`config.mk`:
```
export PLATFORM = sky130hd
export DESIGN_NAME = cenc_front
export DESIGN_NICKNAME = d
export VERILOG_FILES = /design/src/rtl/cenc_pkg.sv /design/src/rtl/cenc_front.sv
export SDC_FILE = /design/constraint.sdc
export NUM_CORES = 1
export LEC_CHECK = 0
export BUFFER_PORTS_ARGS = -buffer_cell sky130_fd_sc_hd__buf_2
export CAP_MARGIN = 20
export CORE_AREA = 2 2 110 101
export CTS_CLUSTER_SIZE = 14
export DETAILED_ROUTE_END_ITERATION = 6
export DIE_AREA = 0 0 112 103
export HOLD_SLACK_MARGIN = 0.08
export PLACE_DENSITY = 0.82
export SLEW_MARGIN = 25
export SYNTH_ARGS = -nofsm -noshare
export SYNTH_HDL_FRONTEND = slang
export SYNTH_SLANG_ARGS = --single-unit
```
`constraint.sdc`:
```
create_clock -name clock -period 4.36 [get_ports clock]
set_input_delay 0.436 -clock clock [delete_from_list [all_inputs] [get_ports clock]]
set_output_delay 0.436 -clock clock [all_outputs]
set_load 0.05 [all_outputs]
```
`src/rtl/cenc_pkg.sv`:
```
// Shared types, constants and AES-128 helper functions for the CENC sample encryptor.
package cenc_pkg;

   localparam int LENGTH_BITS_DEFAULT = 24;
   localparam int IV_BYTES_DEFAULT    = 8;
   localparam int QUEUE_DEPTH         = 4;
   localparam int KEY_BITS            = 128;
   localparam int CSR_DATA_BITS       = 64;
   localparam int CSR_INDEX_BITS      = 2;
   localparam logic [7:0] MIN_CLEAR_RESET = 8'd100;
   localparam logic [3:0] LAST_ROUND      = 4'd10;

   typedef enum logic [CSR_INDEX_BITS-1:0] {
      REG_KEY_HIGH  = 2'd0,
      REG_KEY_LOW   = 2'd1,
      REG_MIN_CLEAR = 2'd2
   } csr_index_type;

   // one classified byte on its way from front to back
   typedef struct packed {
      logic [7:0]  data;
      logic        enc;
      logic [3:0]  pos_in_block;
      logic        new_block;
      logic        first;
      logic        last;
      logic [63:0] iv;
   } q_entry_type;

   localparam logic [2047:0] SBOX_TABLE = {
      128'h637c777bf26b6fc53001672bfed7ab76, 128'hca82c97dfa5947f0add4a2af9ca472c0,
      128'hb7fd9326363ff7cc34a5e5f171d83115, 128'h04c723c31896059a071280e2eb27b275,
      128'h09832c1a1b6e5aa0523bd6b329e32f84, 128'h53d100ed20fcb15b6acbbe394a4c58cf,
      128'hd0efaafb434d338545f9027f503c9fa8, 128'h51a3408f929d38f5bcb6da2110fff3d2,
      128'hcd0c13ec5f974417c4a77e3d645d1973, 128'h60814fdc222a908846eeb814de5e0bdb,
      128'he0323a0a4906245cc2d3ac629195e479, 128'he7c8376d8dd54ea96c56f4ea657aae08,
      128'hba78252e1ca6b4c6e8dd741f4bbd8b8a, 128'h703eb5664803f60e613557b986c11d9e,
      128'he1f8981169d98e949b1e87e9ce5528df, 128'h8ca1890dbfe6426841992d0fb054bb16
   };

   function automatic logic [7:0] sbox(input logic [7:0] x);
      return SBOX_TABLE[(11'd2047 - {x, 3'b000}) -: 8];
   endfunction

   function automatic logic [7:0] xtime(input logic [7:0] a);
      return {a[6:0], 1'b0} ^ (a[7] ? 8'h1b : 8'h00);
   endfunction

   function automatic logic [7:0] rcon(input logic [3:0] round);
      logic [7:0] r;
      case (round)
         4'd1:    r = 8'h01;
         4'd2:    r = 8'h02;
         4'd3:    r = 8'h04;
         4'd4:    r = 8'h08;
         4'd5:    r = 8'h10;
         4'd6:    r = 8'h20;
         4'd7:    r = 8'h40;
         4'd8:    r = 8'h80;
         4'd9:    r = 8'h1b;
         4'd10:   r = 8'h36;
         default: r = 8'h00;
      endcase
      return r;
   endfunction

   // next round key from the previous one
   function automatic logic [127:0] key_expand(input logic [127:0] rk, input logic [3:0] round);
      logic [31:0] w0, w1, w2, w3, t, n0, n1, n2, n3;
      w0 = rk[127:96];
      w1 = rk[95:64];
      w2 = rk[63:32];
      w3 = rk[31:0];
      t  = {sbox(w3[23:16]) ^ rcon(round), sbox(w3[15:8]), sbox(w3[7:0]), sbox(w3[31:24])};
      n0 = w0 ^ t;
      n1 = w1 ^ n0;
      n2 = w2 ^ n1;
      n3 = w3 ^ n2;
      return {n0, n1, n2, n3};
   endfunction

   // SubBytes, ShiftRows and (unless final) MixColumns; byte 0 is the top byte
   function automatic logic [127:0] aes_round(input logic [127:0] st, input logic final_round);
      logic [7:0]   tmp [16];
      logic [7:0]   sr  [16];
      logic [7:0]   a0, a1, a2, a3, s;
      logic [127:0] res;
      for (int i = 0; i < 16; i++) begin
         tmp[i] = sbox(st[127-8*i -: 8]);
      end
      for (int c = 0; c < 4; c++) begin
         for (int i = 0; i < 4; i++) begin
            sr[i+4*c] = tmp[i + 4*((c+i) & 3)];
         end
      end
      for (int c = 0; c < 4; c++) begin
         a0 = sr[4*c];
         a1 = sr[4*c+1];
         a2 = sr[4*c+2];
         a3 = sr[4*c+3];
         s  = a0 ^ a1 ^ a2 ^ a3;
         if (!final_round) begin
            sr[4*c]   = a0 ^ s ^ xtime(a0 ^ a1);
            sr[4*c+1] = a1 ^ s ^ xtime(a1 ^ a2);
            sr[4*c+2] = a2 ^ s ^ xtime(a2 ^ a3);
            sr[4*c+3] = a3 ^ s ^ xtime(a3 ^ a0);
         end
      end
      for (int i = 0; i < 16; i++) begin
         res[127-8*i -: 8] = sr[i];
      end
      return res;
   endfunction

endpackage

```
`src/rtl/cenc_front.sv`:
```
// Front end: tracks byte position and clear lead, classifies each byte.
module cenc_front #(
   parameter int LENGTH_BITS = cenc_pkg::LENGTH_BITS_DEFAULT
) (
   input  logic                          clock,
   input  logic                          reset,
   input  logic                          accept,
   input  logic [7:0]                    data_byte,
   input  logic                          first_of_sample,
   input  logic                          last_of_sample,
   input  logic [LENGTH_BITS-1:0]        sample_length,
   input  logic [63:0]                   sample_iv,
   input  logic                          subsample_mode,
   input  logic [7:0]                    min_clear,
   output cenc_pkg::q_entry_type         entry,
   output logic [LENGTH_BITS-1:0]        clear_len
);

   logic [LENGTH_BITS-1:0] pos_ff, pos_in;
   logic [LENGTH_BITS-1:0] lead_ff, lead_in;
   logic [LENGTH_BITS-1:0] min_ext, over, pos, offset;

   always_comb begin
      min_ext = LENGTH_BITS'(min_clear);
      over    = sample_length - min_ext;
      lead_in = lead_ff;
      if (first_of_sample) begin
         if (!subsample_mode) begin
            lead_in = '0;
         end else if (sample_length <= min_ext) begin
            lead_in = sample_length;
         end else begin
            // length minus whole blocks above the minimum
            lead_in = min_ext + {{(LENGTH_BITS-4){1'b0}}, over[3:0]};
         end
      end
      pos    = first_of_sample ? '0 : pos_ff;
      pos_in = pos + 1'b1;
      offset = pos - lead_in;

      entry.data         = data_byte;
      entry.enc          = (pos >= lead_in);
      entry.pos_in_block = offset[3:0];
      entry.new_block    = (pos >= lead_in) && (offset[3:0] == 4'd0);
      entry.first        = first_of_sample;
      entry.last         = last_of_sample;
      entry.iv           = sample_iv;
      clear_len          = last_of_sample ? lead_in : '0;
   end

   always_ff @(posedge clock) begin
      if (reset) begin
         pos_ff  <= '0;
         lead_ff <= '0;
      end else if (accept) begin
         pos_ff  <= pos_in;
         lead_ff <= lead_in;
      end
   end

endmodule

```
==> metrics.csv, run 1 <==
metric,value,unit
clock buffers created by TritonCTS,5,
CTS sink count,48,
maximum fanout encountered on the critical timing path,3,
total power,1370,µW
CTS Hold Buffers Added,0,
post-detailed-route DRC marker count,0,
global-route wire length before repair,18.68,mm
clock period minus worst slack,4461,ps
depth of the most critical reg-to-reg path,7,
clock latency reported for the late side of the worst-skew pair,290,ps
initial antenna violation count,0,
endpoint of the lowest-slack register-to-register path,pos_ff[18]$_SDFFE_PP0P_,
slowest cell on the critical path,sky130_fd_sc_hd__or3_1,
Post-layout nets,716,
status,finished with violations,
syn_nets,699,
CP startpoint kind,input port,
final routed wire length divided by cell count,16.38,µm
delay of the slowest critical-path stage,380,ps
clock tree from TritonCTS,done,
power share of the clock group,0.335,
Worst Hold Endpoint,lead_ff[4]$_SDFFE_PP0P_,
switching pwr,447.8,µW
post-synthesis xor/xnor area fraction,0.05233,
register clock-pin slew on the reported worst setup and hold paths,70,ps
highest attainable clock frequency,224.2,MHz
Hold Fails Final Rpt,0,
"Warnings, synthesis",0,
number of flops mapped to enable cells by yosys,0,
leakage component of the power,0.002066,µW
Comb pwr share,0.339,
Final Wtd Congestion,0.9312,
async set or reset register ratio after synthesis,0,
number of cells on the worst hold path,3,
die width,112,µm
areal power density over the cells,284.3,nW/µm²
final setup margin,-101.3,ps
number of port buffers,69,
violated checks,negative setup slack,
final wirelength,11.49,mm
clock skew after layout,8.524,ps
Max Slew Vio Count,0,
maximum vdd drop,0.1467,mV
Congestion Overflow GR,0,
share of post-route cells with drive strength above 1,0.2658,
number of instances in the synthesized netlist,550,
Max-cap violations,0,
placeable core region,10540,µm²
Yosys top cell by area,sky130_fd_sc_hd__dfxtp_1,
combinational family with the most area after synthesis,simple AND/OR/NAND/NOR gates,
area enclosed by the die boundary,11540,µm²
post-synth cell types,59,
Die Ht,103,µm
category of the most critical setup path,input port to output pin,
cell area after layout,4818,µm²
total half-perimeter wirelength after legalization and detailed placement,8.685,mm
complex-gate fraction of the synthesized area,0.1544,
category of the worst setup path capture point,output pin,
"basic-gate share of the synthesized area counting and, or, nand and nor cells",0.2780,
Top Ports,214,
"FF+latch count, synth",48,
"share of synthesized cell area in full adder, half adder and majority cells",0.1173,
largest buffer count on any clock path,2,
number of H-tree levels,2,
fraction of synthesized area in multiplexers,0.007188,
global-route usage over all layers,0.1986,
signal arrival time at the worst endpoint,4030,ps
Reg power frac,0.326,
count of antenna-violating nets left after detailed routing,0,
first drt pass iteration count,5,
routed via count,3947,
main flop type after synthesis,sky130_fd_sc_hd__dfxtp_1,
HP Class,input port to flip-flop,
placed cell areas,4521,µm²
Area contributors post-synth,"sky130_fd_sc_hd__dfxtp_1 22%, sky130_fd_sc_hd__buf_4 13%, sky130_fd_sc_hd__ha_1 10%, sky130_fd_sc_hd__nand2_1 5.1%, sky130_fd_sc_hd__and2_1 5.0%",
source of the worst register-to-register timing path,pos_ff[0]$_SDFFE_PP0P_,
hold path startpoint,sample_length[4],
Switching Fraction,0.3268,
Setup-failing EPs final,2,
cell internal pwr,922.3,µW
standard-cell row count,36,
maximum number of pins on one net before global-route repair,28,
fraction of synthesized cell area taken by the top area cell type,0.2208,
Antenna diodes,0,
layout overhead on the synthesized area,10.72,%
final worst-path cycle share,1.023,
post-synthesis sequential area ratio,0.2208,
Least-Margin Pin Slew,758.4,ps
cell area after technology mapping,4352,µm²
ordered list of cells on the worst path,"buf_6, inv_4, ha_4, inv_4, fa_2, xor2_1, ha_2, buf_4, a21o_1, a21oi_2, nor4_1, o21ai_1, and2_1, ha_1, nand3_1, or3_1, o2111a_2, a211oi_4, buf_6",
RSZ-0062 raised after global routing,yes,
setup total negative slack,-185.4,ps
dominant cell by count in the synthesized netlist,sky130_fd_sc_hd__buf_4,
via count of the first global-routing pass,3953,
per-instance average area after synthesis,7.912,µm²
via-per-instance ratio,5.631,
headroom to the max-slew limit,0.4898,
list of most frequent post-synthesis cells,"76 x sky130_fd_sc_hd__buf_4, 59 x sky130_fd_sc_hd__nand2_1, 48 x sky130_fd_sc_hd__dfxtp_1",
data required time of the critical path,3920,ps
root buf cell,sky130_fd_sc_hd__clkbuf_16,
flop2flop setup slack,2250,ps
total of fill cells in the finished design,1027,
Starting Density,0.4129,
iteration-0 DRC count of the detailed router,334,
timing repair:
item | 4_1_cts | 5_1_grt
pin swaps | 16 | 6
resized for setup | 16 | 5
buffers inserted | 4 | 2
endpoints found under the setup margin | 2 | 2
cloned | 0 | 0
per-stage QoR:
step | util | setup slack (ps) | hold slack [ps] | instances
after floorplan | - | 5.912 | 434.2 | 550
after global placement | 0.4289 | -135.4 | 444.0 | 687
after detailed placement | 0.4289 | -266.6 | 465.6 | 687
after CTS | 0.4538 | -43.93 | 463.8 | 699
after global routing | 0.4571 | -238.5 | 476.3 | 701
final | 0.4571 | -101.3 | 464.7 | 701
worst max-delay path, delay by kind of cell:
family	cells	cell delay (ps)
simple gates	4	900
fa+ha+maj	4	1140
xor+xnor	1	150
buf+inv	5	480
compound gates	5	910
cell usage in the layout (no fill, tap or decap), types with 4 or more instances in the layout:
cell type,netlist,routed
sky130_fd_sc_hd__o211ai_1,5,5
sky130_fd_sc_hd__o31ai_1,4,4
sky130_fd_sc_hd__o21ai_1,2,5
sky130_fd_sc_hd__ha_1,36,33
sky130_fd_sc_hd__a32o_1,6,6
sky130_fd_sc_hd__buf_2,3,65
sky130_fd_sc_hd__nand2b_1,4,4
sky130_fd_sc_hd__o21ai_0,12,9
sky130_fd_sc_hd__nor2_1,38,38
sky130_fd_sc_hd__clkbuf_16,0,5
sky130_fd_sc_hd__a21oi_1,18,14
sky130_fd_sc_hd__nor3_1,11,10
sky130_fd_sc_hd__buf_4,76,38
sky130_fd_sc_hd__and2_1,35,35
sky130_fd_sc_hd__inv_1,21,17
sky130_fd_sc_hd__o21a_1,7,7
sky130_fd_sc_hd__nand4_1,11,11
sky130_fd_sc_hd__nand3_1,11,11
sky130_fd_sc_hd__nand2_1,59,59
sky130_fd_sc_hd__nor2b_1,26,26
sky130_fd_sc_hd__nor4_2,4,5
sky130_fd_sc_hd__xnor2_1,10,9
sky130_fd_sc_hd__a21o_1,9,9
sky130_fd_sc_hd__a21oi_2,0,4
sky130_fd_sc_hd__xor2_1,16,16
sky130_fd_sc_hd__buf_6,1,4
sky130_fd_sc_hd__dfxtp_1,48,48
layout make-up:
class                      count  area (µm²)  area share
multi-input combinational    384        2770      0.5749
inverter                      21       87.58     0.01818
clock buffer                   6       138.9     0.02882
sequential                    48       960.9      0.1994
clock inverter                 2       38.79    0.008050
timing repair buffer         107       655.6      0.1361
tap                          133       166.4     0.03454
worst max path at each step:
stage	slack, ps	startpoint	depth (start not counted)	endpoint
floorplan	6	sample_length[0]	16	entry[66]
global route	-240	sample_length[0]	21	entry[71]
finish	-100	sample_length[0]	19	entry[66]
global placement	-140	sample_length[0]	19	entry[66]
detailed placement	-270	sample_length[0]	18	entry[66]
CTS	-40	sample_length[0]	18	entry[71]
kinds of logic after synthesis:
logic type	Yosys count
flip-flops	48
XOR/XNOR	26
AND/OR/NAND/NOR	223
multiplexers	3
AO/OA/AOI/OAI	93
buffers and inverters	118
adder cells (fa/ha/maj)	39
power groups by stage:
stage                     combinational, µW  sequential [µW]  clock [µW]
after floorplan                         454              456           0
after global placement                  405              457           0
after detailed placement                419              457           0
after CTS                               444              447         464
after global routing                    490              447         489
final                                   465              447         459
registers in the layout, summed over array words and instances (netlist names):
signal	cells
lead_ff	24
pos_ff	24
metal layers:
| layer | part of all wire | routed length, µm | global-route usage | up-vias |
|---|---|---|---|---|
| met3 | 0.084 | 959 | 0.05526 | 97 |
| met1 | 0.42 | 4853 | 0.2346 | 1795 |
| met2 | 0.43 | 4921 | 0.3231 | 198 |
| met4 | 0.065 | 750 | 0.1266 | 0 |
| met5 | 0 | 0 | 0 | - |
| li1 | - | - | - | 1857 |
(Power assumes the default switching activity.)
==> run 2, diff against run 1 <==
- CORE_AREA: 2 2 110 101 -> 5 5 113 104
- DIE_AREA: 0 0 112 103 -> 0 0 118 109
- TNS_END_PERCENT: unset -> 20
==> run 2 against run 1 <==
The flow still finishes with violations (negative setup slack); clock skew barely moved; count of clock-buffer cells in the layout stayed put; hold slack improved by 1.9 ps; via count rose by 3.8%; register-to-register slack worse by 100 ps; final cell count grew 1.9%.
==> metrics.csv, run 2 (synthesis gave the netlist of run 1 again) <==
metric,value,unit
source of the worst register-to-register timing path,pos_ff[0]$_SDFFE_PP0P_,
number of port buffers,69,
cell internal pwr,887.0,µW
final setup margin,-191.4,ps
Global Route met3 Usage,0.05342,
area of combinational cells with multiple inputs,2791,µm²
RSZ-0062 raised after global routing,yes,
post-detailed-route DRC marker count,0,
fraction of met1 tracks used by global routing,0.2323,
most frequent cells in the layout,"64 x sky130_fd_sc_hd__buf_2, 59 x sky130_fd_sc_hd__nand2_1, 48 x sky130_fd_sc_hd__dfxtp_1",
areal power density over the cells,271.1,nW/µm²
share of post-route cells with drive strength above 1,0.2874,
start point of the critical path,sample_length[0],
violated checks,negative setup slack,
highest attainable clock frequency,219.7,MHz
clock latency reported for the late side of the worst-skew pair,290,ps
via-per-instance ratio,5.737,
placeable core region,10540,µm²
total half-perimeter wirelength after legalization and detailed placement,9.191,mm
Die Ht,109,µm
count of antenna-violating nets left after detailed routing,0,
headroom to the max-slew limit,0.3451,
status,finished with violations,
category of the worst setup path capture point,output pin,
leakage component of the power,0.002132,µW
Comb pwr share,0.375,
Final Wtd Congestion,0.9177,
HP Class,input port to flip-flop,
root buf cell,sky130_fd_sc_hd__clkbuf_16,
via count of the first global-routing pass,4195,
Setup-failing EPs final,3,
Post-layout nets,730,
largest buffer count on any clock path,2,
power share of the clock group,0.291,
busiest grt layer,met2,
clock buffers created by TritonCTS,5,
die width,118,µm
Congestion Overflow GR,0,
setup total negative slack,-434.1,ps
clock skew after layout,8.947,ps
initial antenna violation count,0,
maximum vdd drop,0.1495,mV
Reg power frac,0.334,
standard-cell row count,36,
data required time of the critical path,3920,ps
Seq. cell area,960.9,µm²
Hold Fails Final Rpt,0,
final routed wire length divided by cell count,17.49,µm
routed via count,4096,
global-route usage over all layers,0.1875,
Top Ports,214,
CP startpoint kind,input port,
area enclosed by the die boundary,12860,µm²
global-route wire length before repair,20.05,mm
total of fill cells in the finished design,989,
first drt pass iteration count,5,
register clock-pin slew on the reported worst setup and hold paths,70,ps
worst hold slack across all endpoints,466.6,ps
met2 demand-to-capacity share in global routing,0.3017,
layout overhead on the synthesized area,13.60,%
Max Slew Vio Count,0,
hold path startpoint,sample_length[4],
Least-Margin Pin Slew,982.4,ps
maximum fanout encountered on the critical timing path,4,
CTS Hold Buffers Added,0,
category of the most critical setup path,input port to output pin,
Antenna diodes,0,
switching pwr,453.1,µW
signal arrival time at the worst endpoint,4120,ps
number of H-tree levels,2,
final wirelength,12.49,mm
"most common cell after layout, fill and taps aside",sky130_fd_sc_hd__buf_2,
CTS sink count,48,
clock tree from TritonCTS,done,
maximum number of pins on one net before global-route repair,28,
final worst-path cycle share,1.044,
Starting Density,0.4129,
iteration-0 DRC count of the detailed router,399,
largest registers in the final layout,"lead_ff: 24 flops, pos_ff: 24 flops",
Switching Fraction,0.3381,
utilization after layout,0.4690,
Max-cap violations,0,
clock period minus worst slack,4551,ps
-- run 2: final cells by class --
| class | count | share of cell area |
|---|---|---|
| inverters | 21 | 0.01772 |
| multi-input cells | 384 | 0.5647 |
| clock buffers | 6 | 0.02809 |
| repair buffers | 121 | 0.1597 |
| flip-flops and latches | 48 | 0.1944 |
| clock inverters | 1 | 0.001772 |
| well taps | 133 | 0.03366 |
-- run 2: what timing repair did --
item / 4_1_cts / 5_1_grt
gates resized for setup: 27 / 6
pin swaps: 23 / 10
buffers inserted: 13 / 4
endpoints found under the setup margin: 2 / 3
-- run 2: worst paths after layout --
check	end	slack (ps)	cells after the start
max	entry[71]	-190	17
min	lead_ff[4]$_SDFFE_PP0P_	470	3
max reg2reg	pos_ff[20]$_SDFFE_PP0P_	2150	7
min reg2reg	lead_ff[23]$_SDFFE_PP0P_	490	1
-- run 2: worst max-delay path, stage by stage --
cell	delay, ps
sky130_fd_sc_hd__buf_6	100
sky130_fd_sc_hd__inv_4	50
sky130_fd_sc_hd__ha_4	120
sky130_fd_sc_hd__inv_4	40
sky130_fd_sc_hd__fa_2	560
sky130_fd_sc_hd__ha_4	210
sky130_fd_sc_hd__a211o_1	300
sky130_fd_sc_hd__a21oi_4	220
sky130_fd_sc_hd__nor3_2	70
sky130_fd_sc_hd__a211oi_2	300
sky130_fd_sc_hd__a2bb2oi_2	210
sky130_fd_sc_hd__ha_1	280
sky130_fd_sc_hd__a2111o_1	460
sky130_fd_sc_hd__a31oi_2	170
sky130_fd_sc_hd__o2111a_2	310
sky130_fd_sc_hd__a21oi_2	80
sky130_fd_sc_hd__buf_6	190
-- run 2: routing by layer --
metal | share of wire | wire, µm | vias up
li1 | - | - | 1884
met1 | 0.40 | 4971 | 1879
met2 | 0.46 | 5761 | 273
met3 | 0.10 | 1276 | 60
met4 | 0.038 | 479 | 0
met5 | 0 | 0 | -
-- run 2: stage by stage --
stage / total power (µW) / setup WS [ps] / area, µm² / cells
finish: 1340 / -191.4 / 4943 / 714
global placement: 866.1 / -149.6 / 4547 / 690
CTS: 1311 / -80.00 / 4888 / 710
floorplan: 910.2 / 5.912 / 4436 / 550
global route: 1396 / -337.9 / 4943 / 714
detailed placement: 876.9 / -255.6 / 4547 / 690
-- run 2: power by group through the flow --
| stage | combinational (µW) | sequential (µW) | clock, µW |
|---|---|---|---|
| 2_1_floorplan | 454 | 456 | 0 |
| 3_3_place_gp | 409 | 457 | 0 |
| 3_5_place_dp | 420 | 457 | 0 |
| 4_1_cts | 470 | 447 | 394 |
| 5_1_grt | 535 | 448 | 413 |
| 6_report | 503 | 448 | 390 |
