<file path="config.mk">
export PLATFORM = sky130hd
export DESIGN_NAME = cenc_fifo
export DESIGN_NICKNAME = d
export VERILOG_FILES = /design/src/rtl/cenc_pkg.sv /design/src/rtl/cenc_fifo.sv
export SDC_FILE = /design/constraint.sdc
export NUM_CORES = 1
export LEC_CHECK = 0
export ABC_AREA = 1
export BUFFER_PORTS_ARGS = -buffer_cell sky130_fd_sc_hd__buf_2
export CAP_MARGIN = 40
export CORE_MARGIN = 1
export CORE_UTILIZATION = 50
export CTS_CLUSTER_SIZE = 16
export DETAILED_ROUTE_END_ITERATION = 8
export GPL_ROUTABILITY_DRIVEN = 0
export PLACE_DENSITY = 0.73
export SLEW_MARGIN = 40
export SYNTH_ARGS = -nofsm -noshare
export SYNTH_HDL_FRONTEND = slang
export SYNTH_SLANG_ARGS = --single-unit
</file>
<file path="constraint.sdc">
create_clock -name clock -period 1.3 [get_ports clock]
set_clock_uncertainty 0.2 [all_clocks]
set_input_delay 0.13 -clock clock [delete_from_list [all_inputs] [get_ports clock]]
set_output_delay 0.13 -clock clock [all_outputs]
set_load 0.02 [all_outputs]
</file>
<file path="src/rtl/cenc_pkg.sv">
// Shared types, constants and AES-128 helper functions for the CENC sample encryptor.
package cenc_pkg;

   localparam int LENGTH_BITS_DEFAULT = 24;
   localparam int IV_BYTES_DEFAULT    = 8;
   localparam int QUEUE_DEPTH         = 4;
   localparam int KEY_BITS            = 128;
   localparam int CSR_DATA_BITS       = 64;
   localparam int CSR_INDEX_BITS      = 2;
   localparam logic [7:0] MIN_CLEAR_RESET = 8'd100;
   localparam logic [3:0] LAST_ROUND      = 4'd10;

   typedef enum logic [CSR_INDEX_BITS-1:0] {
      REG_KEY_HIGH  = 2'd0,
      REG_KEY_LOW   = 2'd1,
      REG_MIN_CLEAR = 2'd2
   } csr_index_type;

   // one classified byte on its way from front to back
   typedef struct packed {
      logic [7:0]  data;
      logic        enc;
      logic [3:0]  pos_in_block;
      logic        new_block;
      logic        first;
      logic        last;
      logic [63:0] iv;
   } q_entry_type;

   localparam logic [2047:0] SBOX_TABLE = {
      128'h637c777bf26b6fc53001672bfed7ab76, 128'hca82c97dfa5947f0add4a2af9ca472c0,
      128'hb7fd9326363ff7cc34a5e5f171d83115, 128'h04c723c31896059a071280e2eb27b275,
      128'h09832c1a1b6e5aa0523bd6b329e32f84, 128'h53d100ed20fcb15b6acbbe394a4c58cf,
      128'hd0efaafb434d338545f9027f503c9fa8, 128'h51a3408f929d38f5bcb6da2110fff3d2,
      128'hcd0c13ec5f974417c4a77e3d645d1973, 128'h60814fdc222a908846eeb814de5e0bdb,
      128'he0323a0a4906245cc2d3ac629195e479, 128'he7c8376d8dd54ea96c56f4ea657aae08,
      128'hba78252e1ca6b4c6e8dd741f4bbd8b8a, 128'h703eb5664803f60e613557b986c11d9e,
      128'he1f8981169d98e949b1e87e9ce5528df, 128'h8ca1890dbfe6426841992d0fb054bb16
   };

   function automatic logic [7:0] sbox(input logic [7:0] x);
      return SBOX_TABLE[(11'd2047 - {x, 3'b000}) -: 8];
   endfunction

   function automatic logic [7:0] xtime(input logic [7:0] a);
      return {a[6:0], 1'b0} ^ (a[7] ? 8'h1b : 8'h00);
   endfunction

   function automatic logic [7:0] rcon(input logic [3:0] round);
      logic [7:0] r;
      case (round)
         4'd1:    r = 8'h01;
         4'd2:    r = 8'h02;
         4'd3:    r = 8'h04;
         4'd4:    r = 8'h08;
         4'd5:    r = 8'h10;
         4'd6:    r = 8'h20;
         4'd7:    r = 8'h40;
         4'd8:    r = 8'h80;
         4'd9:    r = 8'h1b;
         4'd10:   r = 8'h36;
         default: r = 8'h00;
      endcase
      return r;
   endfunction

   // next round key from the previous one
   function automatic logic [127:0] key_expand(input logic [127:0] rk, input logic [3:0] round);
      logic [31:0] w0, w1, w2, w3, t, n0, n1, n2, n3;
      w0 = rk[127:96];
      w1 = rk[95:64];
      w2 = rk[63:32];
      w3 = rk[31:0];
      t  = {sbox(w3[23:16]) ^ rcon(round), sbox(w3[15:8]), sbox(w3[7:0]), sbox(w3[31:24])};
      n0 = w0 ^ t;
      n1 = w1 ^ n0;
      n2 = w2 ^ n1;
      n3 = w3 ^ n2;
      return {n0, n1, n2, n3};
   endfunction

   // SubBytes, ShiftRows and (unless final) MixColumns; byte 0 is the top byte
   function automatic logic [127:0] aes_round(input logic [127:0] st, input logic final_round);
      logic [7:0]   tmp [16];
      logic [7:0]   sr  [16];
      logic [7:0]   a0, a1, a2, a3, s;
      logic [127:0] res;
      for (int i = 0; i < 16; i++) begin
         tmp[i] = sbox(st[127-8*i -: 8]);
      end
      for (int c = 0; c < 4; c++) begin
         for (int i = 0; i < 4; i++) begin
            sr[i+4*c] = tmp[i + 4*((c+i) & 3)];
         end
      end
      for (int c = 0; c < 4; c++) begin
         a0 = sr[4*c];
         a1 = sr[4*c+1];
         a2 = sr[4*c+2];
         a3 = sr[4*c+3];
         s  = a0 ^ a1 ^ a2 ^ a3;
         if (!final_round) begin
            sr[4*c]   = a0 ^ s ^ xtime(a0 ^ a1);
            sr[4*c+1] = a1 ^ s ^ xtime(a1 ^ a2);
            sr[4*c+2] = a2 ^ s ^ xtime(a2 ^ a3);
            sr[4*c+3] = a3 ^ s ^ xtime(a3 ^ a0);
         end
      end
      for (int i = 0; i < 16; i++) begin
         res[127-8*i -: 8] = sr[i];
      end
      return res;
   endfunction

endpackage

</file>
<file path="src/rtl/cenc_fifo.sv">
// Short queue between front and back.
module cenc_fifo #(
   parameter int WIDTH = 8,
   parameter int DEPTH = cenc_pkg::QUEUE_DEPTH
) (
   input  logic             clock,
   input  logic             reset,
   input  logic             push,
   input  logic [WIDTH-1:0] push_data,
   output logic             full,
   input  logic             pop,
   output logic             head_valid,
   output logic [WIDTH-1:0] head_data
);

   localparam int PTR_BITS = (DEPTH > 1) ? $clog2(DEPTH) : 1;
   localparam int CNT_BITS = $clog2(DEPTH + 1);

   logic [WIDTH-1:0]    mem_ff [DEPTH];
   logic [PTR_BITS-1:0] wr_ptr_ff, rd_ptr_ff;
   logic [CNT_BITS-1:0] count_ff;

   assign full       = (count_ff == CNT_BITS'(DEPTH));
   assign head_valid = (count_ff != '0);
   assign head_data  = mem_ff[rd_ptr_ff];

   always_ff @(posedge clock) begin
      if (push) begin
         mem_ff[wr_ptr_ff] <= push_data;
      end
   end

   always_ff @(posedge clock) begin
      if (reset) begin
         wr_ptr_ff <= '0;
         rd_ptr_ff <= '0;
         count_ff  <= '0;
      end else begin
         if (push) begin
            wr_ptr_ff <= (wr_ptr_ff == PTR_BITS'(DEPTH-1)) ? '0 : wr_ptr_ff + 1'b1;
         end
         if (pop) begin
            rd_ptr_ff <= (rd_ptr_ff == PTR_BITS'(DEPTH-1)) ? '0 : rd_ptr_ff + 1'b1;
         end
         if (push && !pop) begin
            count_ff <= count_ff + 1'b1;
         end else if (pop && !push) begin
            count_ff <= count_ff - 1'b1;
         end
      end
   end

endmodule

</file>
==> impl_results.rst, run 1 <==
.. list-table::
   :header-rows: 1

   * - Metric
     - Value
   * - Die width
     - 59.52 µm
   * - Initial Util
     - 0.5331
   * - Area growth from synthesis to layout
     - 56.51%
   * - Aggregate global-route resource usage
     - 0.2424
   * - Yosys cell types
     - 19
   * - Class of the worst hold path
     - in2reg
   * - Final Routed Wirelength
     - 4.019 mm
   * - Detail-routed net length per standard cell
     - 16.89 µm
   * - MaxCap Viol Count
     - 0
   * - Synthesized Nets
     - 155
   * - Final-report max-slew violation count
     - 0
   * - Most common cell after layout, fill and taps aside
     - sky130_fd_sc_hd__edfxtp_1
   * - RSZ-0062 raised after global routing
     - true
   * - Sum of routed wire segments on met1
     - 1.445 mm
   * - Period utilisation layout
     - 1.282
   * - Time the worst path needs with I/O delays and setup
     - 1.667 ns
   * - Static Leak
     - 0.0009943 µW
   * - Top-Level Pins
     - 22
   * - Type of the setup path with the least slack
     - reg2out
   * - CTS Root Buffer Type
     - sky130_fd_sc_hd__clkbuf_4
   * - Post-DP Area
     - 0.002006 mm²
   * - Total die area
     - 0.003542 mm²
   * - Total number of H-tree levels
     - 2
   * - Data arrival time of the worst path
     - 1.34 ns
   * - Max VDD drop
     - 1.060 mV
   * - Global route overflow
     - 0
   * - Power density cells
     - 1199 mW/mm²
   * - Core Area
     - 0.003103 mm²
   * - Clock net sink count
     - 41
   * - Initial antenna violation count
     - 0
   * - Largest net degree at the start of global routing
     - 13
   * - Launching element type of the critical path
     - flop
   * - Buffer levels on the longest clock path
     - 2
   * - Final Setup Violations
     - 13
   * - Clock tree from TritonCTS
     - done
   * - Count of filler cells inserted in the layout
     - 157
   * - Sequential element share of the synthesized area
     - 0.6899
   * - Actual transition at the worst max-transition pin
     - 0.2136 ns
   * - Status
     - complete, but fails checks
   * - Cell with the most instances on the worst path
     - sky130_fd_sc_hd__buf_6
   * - DRC violation count after routing
     - 0
   * - Count of synthesis-stage warnings from yosys
     - 0
   * - Number of buffers inserted during clock tree synthesis
     - 5
   * - Required time at the worst-slack endpoint
     - 0.97 ns
   * - Number of port buffers
     - 21
   * - Die H
     - 59.52 µm
   * - Fin. Hold Viols
     - 0
   * - Maximum net fanout on the critical path
     - 8
   * - Synthesized area per cell
     - 12.16 µm²
   * - Global-route wire length before repair
     - 5.837 mm
   * - Maximum single-stage delay on the critical path
     - 0.40 ns
   * - Violated checks
     - negative setup slack
   * - Inserted Diodes
     - 0
   * - Design Area, Final
     - 0.002589 mm²
   * - Max Clock Freq
     - 599.8 MHz
   * - Count of antenna-violating nets left after detailed routing
     - 0
   * - Highest Signal Layer
     - met4
   * - Met2 wire length
     - 2.281 mm
   * - Most frequent cells in the layout
     - sky130_fd_sc_hd__edfxtp_1 (32), sky130_fd_sc_hd__buf_6 (19), sky130_fd_sc_hd__dlygate4sd3_1 (11), sky130_fd_sc_hd__buf_2 (11)
   * - Nature of the critical path endpoint
     - primary output
   * - Max-slew headroom
     - 0.8561
   * - Met3 WL post-DR
     - 193 µm
   * - Cell with the biggest individual delay on the critical path
     - sky130_fd_sc_hd__dfxtp_4
   * - Final worst-path setup slack
     - -0.3672 ns
   * - Via count of the first global-routing pass
     - 1273
   * - HPWL reported at the end of detailed placement
     - 2.165 mm
   * - DRT iter0 DRCs
     - 82
   * - Overall power consumption
     - 3104 µW
   * - Crit path cell chain
     - buf_6 > o21ai_1 > o22ai_2 > buf_6
   * - TritonRoute pass-1 iters
     - 4
   * - Total via count in the routed design
     - 1253
   * - Std-Cell Rows
     - 20
   * - Clock latency reported for the late side of the worst-skew pair
     - 0.34 ns
   * - Final TNS setup
     - -3.304 ns
   * - Number of standard cells after synthesis
     - 136
   * - Vias per cell
     - 5.265
   * - CTS clk-pin slew, worst paths
     - 0.12 ns
   * - Total of flip-flops plus latches after synthesis
     - 41
   * - Number of nets at the end of the flow
     - 212
   * - Fraction of final layout cells with drive strength greater than 1
     - 0.5722
   * - Area of the mapped netlist
     - 0.001654 mm²
-- through the flow --
step           hold WS, ns  setup WS, ns    util  instances
5_1_grt            0.07799       -0.4245  0.8343        238
4_1_cts            0.03507       -0.3486  0.8000        240
2_1_floorplan    -0.005030      -0.01105       -        136
3_5_place_dp        0.1472       -0.1888  0.6464        215
3_3_place_gp        0.1409       -0.1312  0.6464        215
6_report           0.06913       -0.3672  0.8343        238
-- layer usage --
metal,up-vias,track usage
met5,-,0
met1,613,0.2544
met2,37,0.4446
met3,12,0.06550
li1,591,-
met4,0,0.1163
-- final timing paths --
| kind | startpoint | to | slack (ns) | cells past startpoint |
|---|---|---|---|---|
| max reg2reg | count_ff[0]$_SDFFE_PP0P_ | count_ff[2]$_SDFFE_PP0P_ | -0.19 | 7 |
| max | flop | head_data[2] | -0.37 | 4 |
| min | push | count_ff[1]$_SDFFE_PP0P_ | 0.07 | 4 |
| min reg2reg | wr_ptr_ff[1]$_SDFFE_PP0P_ | wr_ptr_ff[1]$_SDFFE_PP0P_ | 0.36 | 2 |
-- cells by family after synthesis --
kind of cell,count (synthesis),share of synthesized area
buffers and inverters,18,0.04992
AO/OA/AOI/OAI,30,0.1014
XOR/XNOR,1,0.005296
flip-flops,41,0.6899
AND/OR/NAND/NOR,39,0.09606
adder cells (fa/ha/maj),7,0.05749
-- worst max-delay path, delay by kind of cell (launching register included) --
family	cells	cell delay, ns
flip-flops	1	0.40
buffers and inverters	2	0.29
AO/OA/AOI/OAI	2	0.29
-- state kept, by name, summed over array words and instances (netlist names), named ones only --
signal,flops
wr_ptr_ff,2
rd_ptr_ff,2
mem_ff,32
count_ff,3
-- repair_timing --
item                       in CTS  in global routing
buffers inserted                4                  0
hold endpoints to repair       41                  0
setup endpoints to repair      44                 45
pin swaps                      17                 11
resized for setup              84                 40
gates cloned                    2                  0
hold buffers                   11                  0
-- cell type report --
class	count	area, µm²	area share
flip-flops and latches	41	1159	0.4476
multi-input cells	77	715.7	0.2765
inverters	16	77.57	0.02997
repair buffers	52	506.7	0.1957
well taps	44	55.05	0.02127
clock inverters	2	33.78	0.01305
clock buffers	6	41.29	0.01595
-- cell usage after synthesis --
master                      n  area (µm²)
sky130_fd_sc_hd__o21ai_2    2       17.52
sky130_fd_sc_hd__nor3_1     3       15.01
sky130_fd_sc_hd__a21oi_1    3       15.01
sky130_fd_sc_hd__ha_1       6       75.07
sky130_fd_sc_hd__o21ai_0   15       75.07
sky130_fd_sc_hd__dfxtp_1    9       180.2
sky130_fd_sc_hd__nand2_1    9       33.78
sky130_fd_sc_hd__nand3_1    1       5.000
sky130_fd_sc_hd__nand4_1    1       6.260
sky130_fd_sc_hd__edfxtp_1  32       960.9
sky130_fd_sc_hd__xor2_1     1       8.760
sky130_fd_sc_hd__nor2_1    23       86.33
sky130_fd_sc_hd__fa_1       1       20.02
sky130_fd_sc_hd__inv_2      1       3.750
sky130_fd_sc_hd__o22ai_1    8       50.05
sky130_fd_sc_hd__inv_1     15       56.30
sky130_fd_sc_hd__nor2_2     2       12.51
sky130_fd_sc_hd__o21ai_1    2       10.01
sky130_fd_sc_hd__buf_6      2       22.52
-- where the power goes --
part	switching, µW	internal (µW)
registers	61.0	1490
clock network	391	401
logic	390	373
total	842	2260
No activity file was read; power rests on OpenSTA's default activity.
==> run 2, diff against run 1 <==
Settings changed: MAX_ROUTING_LAYER from default to met4.
==> run 2 against run 1 <==
Against the previous run:
- the run still ends with negative setup slack left
- sequential share of layout area unchanged
- sequential power about the same
- die area did not move
- via count is 1.2% lower
- wire length down 0.12%
- worst hold slack got worse by 0.0035 ns
- first-iteration DRC count fell by 9.8%
- cell area did not move
- utilization did not move
- register-to-register slack hardly changed
- critical path depth unchanged
- setup slack about the same
- largest power group unchanged
==> impl_results.rst, run 2 (synthesis results as in run 1) <==
.. list-table::
   :header-rows: 1

   * - Metric
     - Value
   * - Number of logic stages on the critical path including buffering
     - 4 (unchanged)
   * - Period utilisation layout
     - 1.282 (about the same)
   * - Max-slew headroom
     - 0.8405 (-0.01563)
   * - Inserted Diodes
     - 0 (unchanged)
   * - Vias per cell
     - 5.202 (-1.2%)
   * - TritonRoute pass-1 iters
     - 5 (+1)
   * - Registers with the most flip-flops
     - mem_ff: 32 flops, count_ff: 3 flops
   * - Clock net sink count
     - 41 (unchanged)
   * - Number of buffers inserted during clock tree synthesis
     - 5 (unchanged)
   * - Type of the setup path with the least slack
     - reg2out
   * - Static Leak
     - 0.0009943 µW (unchanged)
   * - Post-DP Area
     - 0.002006 mm² (unchanged)
   * - Number of flip-flops under the largest register name
     - 32 (unchanged)
   * - Overall power consumption
     - 3104 µW (about the same)
   * - R2R cell count
     - 7 (unchanged)
   * - Cell with the most instances on the worst path
     - sky130_fd_sc_hd__buf_6
   * - Most frequent cells in the layout
     - sky130_fd_sc_hd__edfxtp_1 (32), sky130_fd_sc_hd__buf_6 (19), sky130_fd_sc_hd__dlygate4sd3_1 (11), sky130_fd_sc_hd__buf_2 (11)
   * - Aggregate global-route resource usage
     - 0.2512 (+0.008826)
   * - Status
     - complete, but fails checks
   * - HPWL reported at the end of detailed placement
     - 2.165 mm (unchanged)
   * - Register containing the most flip-flops in the final layout
     - mem_ff
   * - Number of nets at the end of the flow
     - 212 (unchanged)
   * - Maximum net fanout on the critical path
     - 8 (unchanged)
   * - Global route overflow
     - 0 (unchanged)
   * - Via count of the first global-routing pass
     - 1280 (+0.55%)
   * - Violated checks
     - negative setup slack
   * - Fraction of final layout cells with drive strength greater than 1
     - 0.5722 (unchanged)
   * - Reg2reg setup slack
     - -0.19 ns (about the same)
   * - Buffer levels on the longest clock path
     - 2 (unchanged)
   * - Total via count in the routed design
     - 1238 (-1.2%)
   * - Initial Util
     - 0.5331 (unchanged)
   * - Time the worst path needs with I/O delays and setup
     - 1.667 ns (-0.000007000 ns)
   * - Cell with the biggest individual delay on the critical path
     - sky130_fd_sc_hd__dfxtp_4
   * - RSZ-0062 raised after global routing
     - true
   * - Class of the worst hold path
     - in2reg
   * - Top Family by Delay on Critical Path
     - flip-flops
   * - Die H
     - 59.52 µm (unchanged)
   * - Fin. Hold Viols
     - 0 (unchanged)
   * - DRT iter0 DRCs
     - 74 (-9.8%)
   * - Clock latency reported for the late side of the worst-skew pair
     - 0.34 ns (about the same)
   * - Max VDD drop
     - 1.060 mV (about the same)
   * - Clock tree from TritonCTS
     - done
   * - Crit path cell chain
     - buf_6 > o21ai_1 > o22ai_2 > buf_6
   * - Design Area, Final
     - 0.002589 mm² (unchanged)
   * - Detail-routed net length per standard cell
     - 16.87 µm (-0.12%)
   * - Maximum single-stage delay on the critical path
     - 0.40 ns (about the same)
   * - Total die area
     - 0.003542 mm² (unchanged)
   * - Worst hold path endpoint
     - count_ff[1]$_SDFFE_PP0P_
   * - Count of antenna-violating nets left after detailed routing
     - 0 (unchanged)
   * - Area growth from synthesis to layout
     - 56.51% (unchanged)
   * - Post-layout instance count excluding filler cells
     - 238 (unchanged)
   * - Power density cells
     - 1199 mW/mm² (about the same)
   * - Actual transition at the worst max-transition pin
     - 0.2368 ns (+0.02320 ns)
   * - Dpl cells
     - 215 (unchanged)
   * - Most common cell after layout, fill and taps aside
     - sky130_fd_sc_hd__edfxtp_1
   * - DRC violation count after routing
     - 0 (unchanged)
   * - CTS clk-pin slew, worst paths
     - 0.12 ns (about the same)
   * - Nature of the critical path endpoint
     - primary output
   * - Launching element type of the critical path
     - flop
   * - Number of port buffers
     - 21 (unchanged)
   * - Worst hold margin
     - 0.06567 ns (-0.003463 ns)
   * - Number of cells traversed by the worst hold path
     - 4 (unchanged)
   * - Final Setup Violations
     - 13 (unchanged)
   * - Required time at the worst-slack endpoint
     - 0.97 ns (about the same)
   * - Die width
     - 59.52 µm (unchanged)
   * - Largest net degree at the start of global routing
     - 13 (unchanged)
   * - Initial antenna violation count
     - 0 (unchanged)
   * - Final Routed Wirelength
     - 4.014 mm (-0.12%)
   * - Final TNS setup
     - -3.343 ns (-0.03940 ns)
   * - MaxCap Viol Count
     - 0 (unchanged)
   * - Std-Cell Rows
     - 20 (unchanged)
   * - Startpoint of the tightest hold check path
     - push
   * - Core Area
     - 0.003103 mm² (unchanged)
   * - Final-report max-slew violation count
     - 0 (unchanged)
   * - R2R Path End
     - count_ff[2]$_SDFFE_PP0P_
   * - Crit Reg-Reg Startpoint
     - count_ff[0]$_SDFFE_PP0P_
   * - Number of buffer and inverter instances along the worst setup path
     - 2 (unchanged)
   * - Data arrival time of the worst path
     - 1.34 ns (about the same)
   * - Top-Level Pins
     - 22 (unchanged)
   * - Global-route wire length before repair
     - 5.837 mm (unchanged)
   * - Max Clock Freq
     - 599.8 MHz (about the same)
   * - Final worst-path setup slack
     - -0.3672 ns (+0.000007000 ns)
   * - CTS Root Buffer Type
     - sky130_fd_sc_hd__clkbuf_4
   * - Total number of H-tree levels
     - 2 (unchanged)
## run 2: cell counts in the layout (fill, tap and decap cells not counted)
Identical to the previous run, type by type.
## run 2: layout make-up
type / instances / area, µm²
tap: 44 / 55.05
multi-input combinational: 77 / 715.7
inverter: 16 / 77.57
sequential: 41 / 1159
timing repair buffer: 52 / 506.7
clock inverter: 2 / 33.78
fill: 157 / 514.2
clock buffer: 6 / 41.29
## run 2: worst max path at each step
stage	startpoint	slack [ns]	to
after floorplan	pop	-0.01	count_ff[2]$_SDFFE_PP0P_
after global placement	pop	-0.13	count_ff[2]$_SDFFE_PP0P_
after detailed placement	pop	-0.19	count_ff[2]$_SDFFE_PP0P_
after CTS	flop	-0.35	head_data[4]
after global routing	flop	-0.43	head_data[0]
final	flop	-0.37	head_data[2]
## run 2: metrics by stage
step,util,setup WS [ns]
after global placement,0.6464,-0.1312
after floorplan,-,-0.01105
after CTS,0.8000,-0.3486
after global routing,0.8343,-0.4293
after detailed placement,0.6464,-0.1888
final,0.8343,-0.3672
## run 2: what timing repair did
item | in CTS | in global routing
hold buffers | 11 | 0
gates resized for setup | 84 | 40
setup buffers | 4 | 0
setup endpoints to repair | 44 | 45
hold endpoints to repair | 41 | 0
pin swaps | 17 | 11
cloned | 2 | 0
## run 2: report_power, final
part | switching (µW) | internal [µW]
Sequential | 61.0 | 1490
Combinational | 390 | 373
Clock | 391 | 400
Total | 842 | 2260
## run 2: per-layer routing
metal  vias up  routed length (µm)  GRT usage
met5         -                   0          -
met3         8                 145    0.07205
met4         0                  78     0.1163
li1        591                   -          -
met2        32                2318     0.4446
met1       607                1472     0.2544
## run 2: worst reg2reg max path, delay by kind of cell, from the launching register on
kind / cells / cell delay [ns]
fa+ha+maj: 1 / 0.41
buf+inv: 2 / 0.15
flops: 1 / 0.35
simple gates: 4 / 0.33
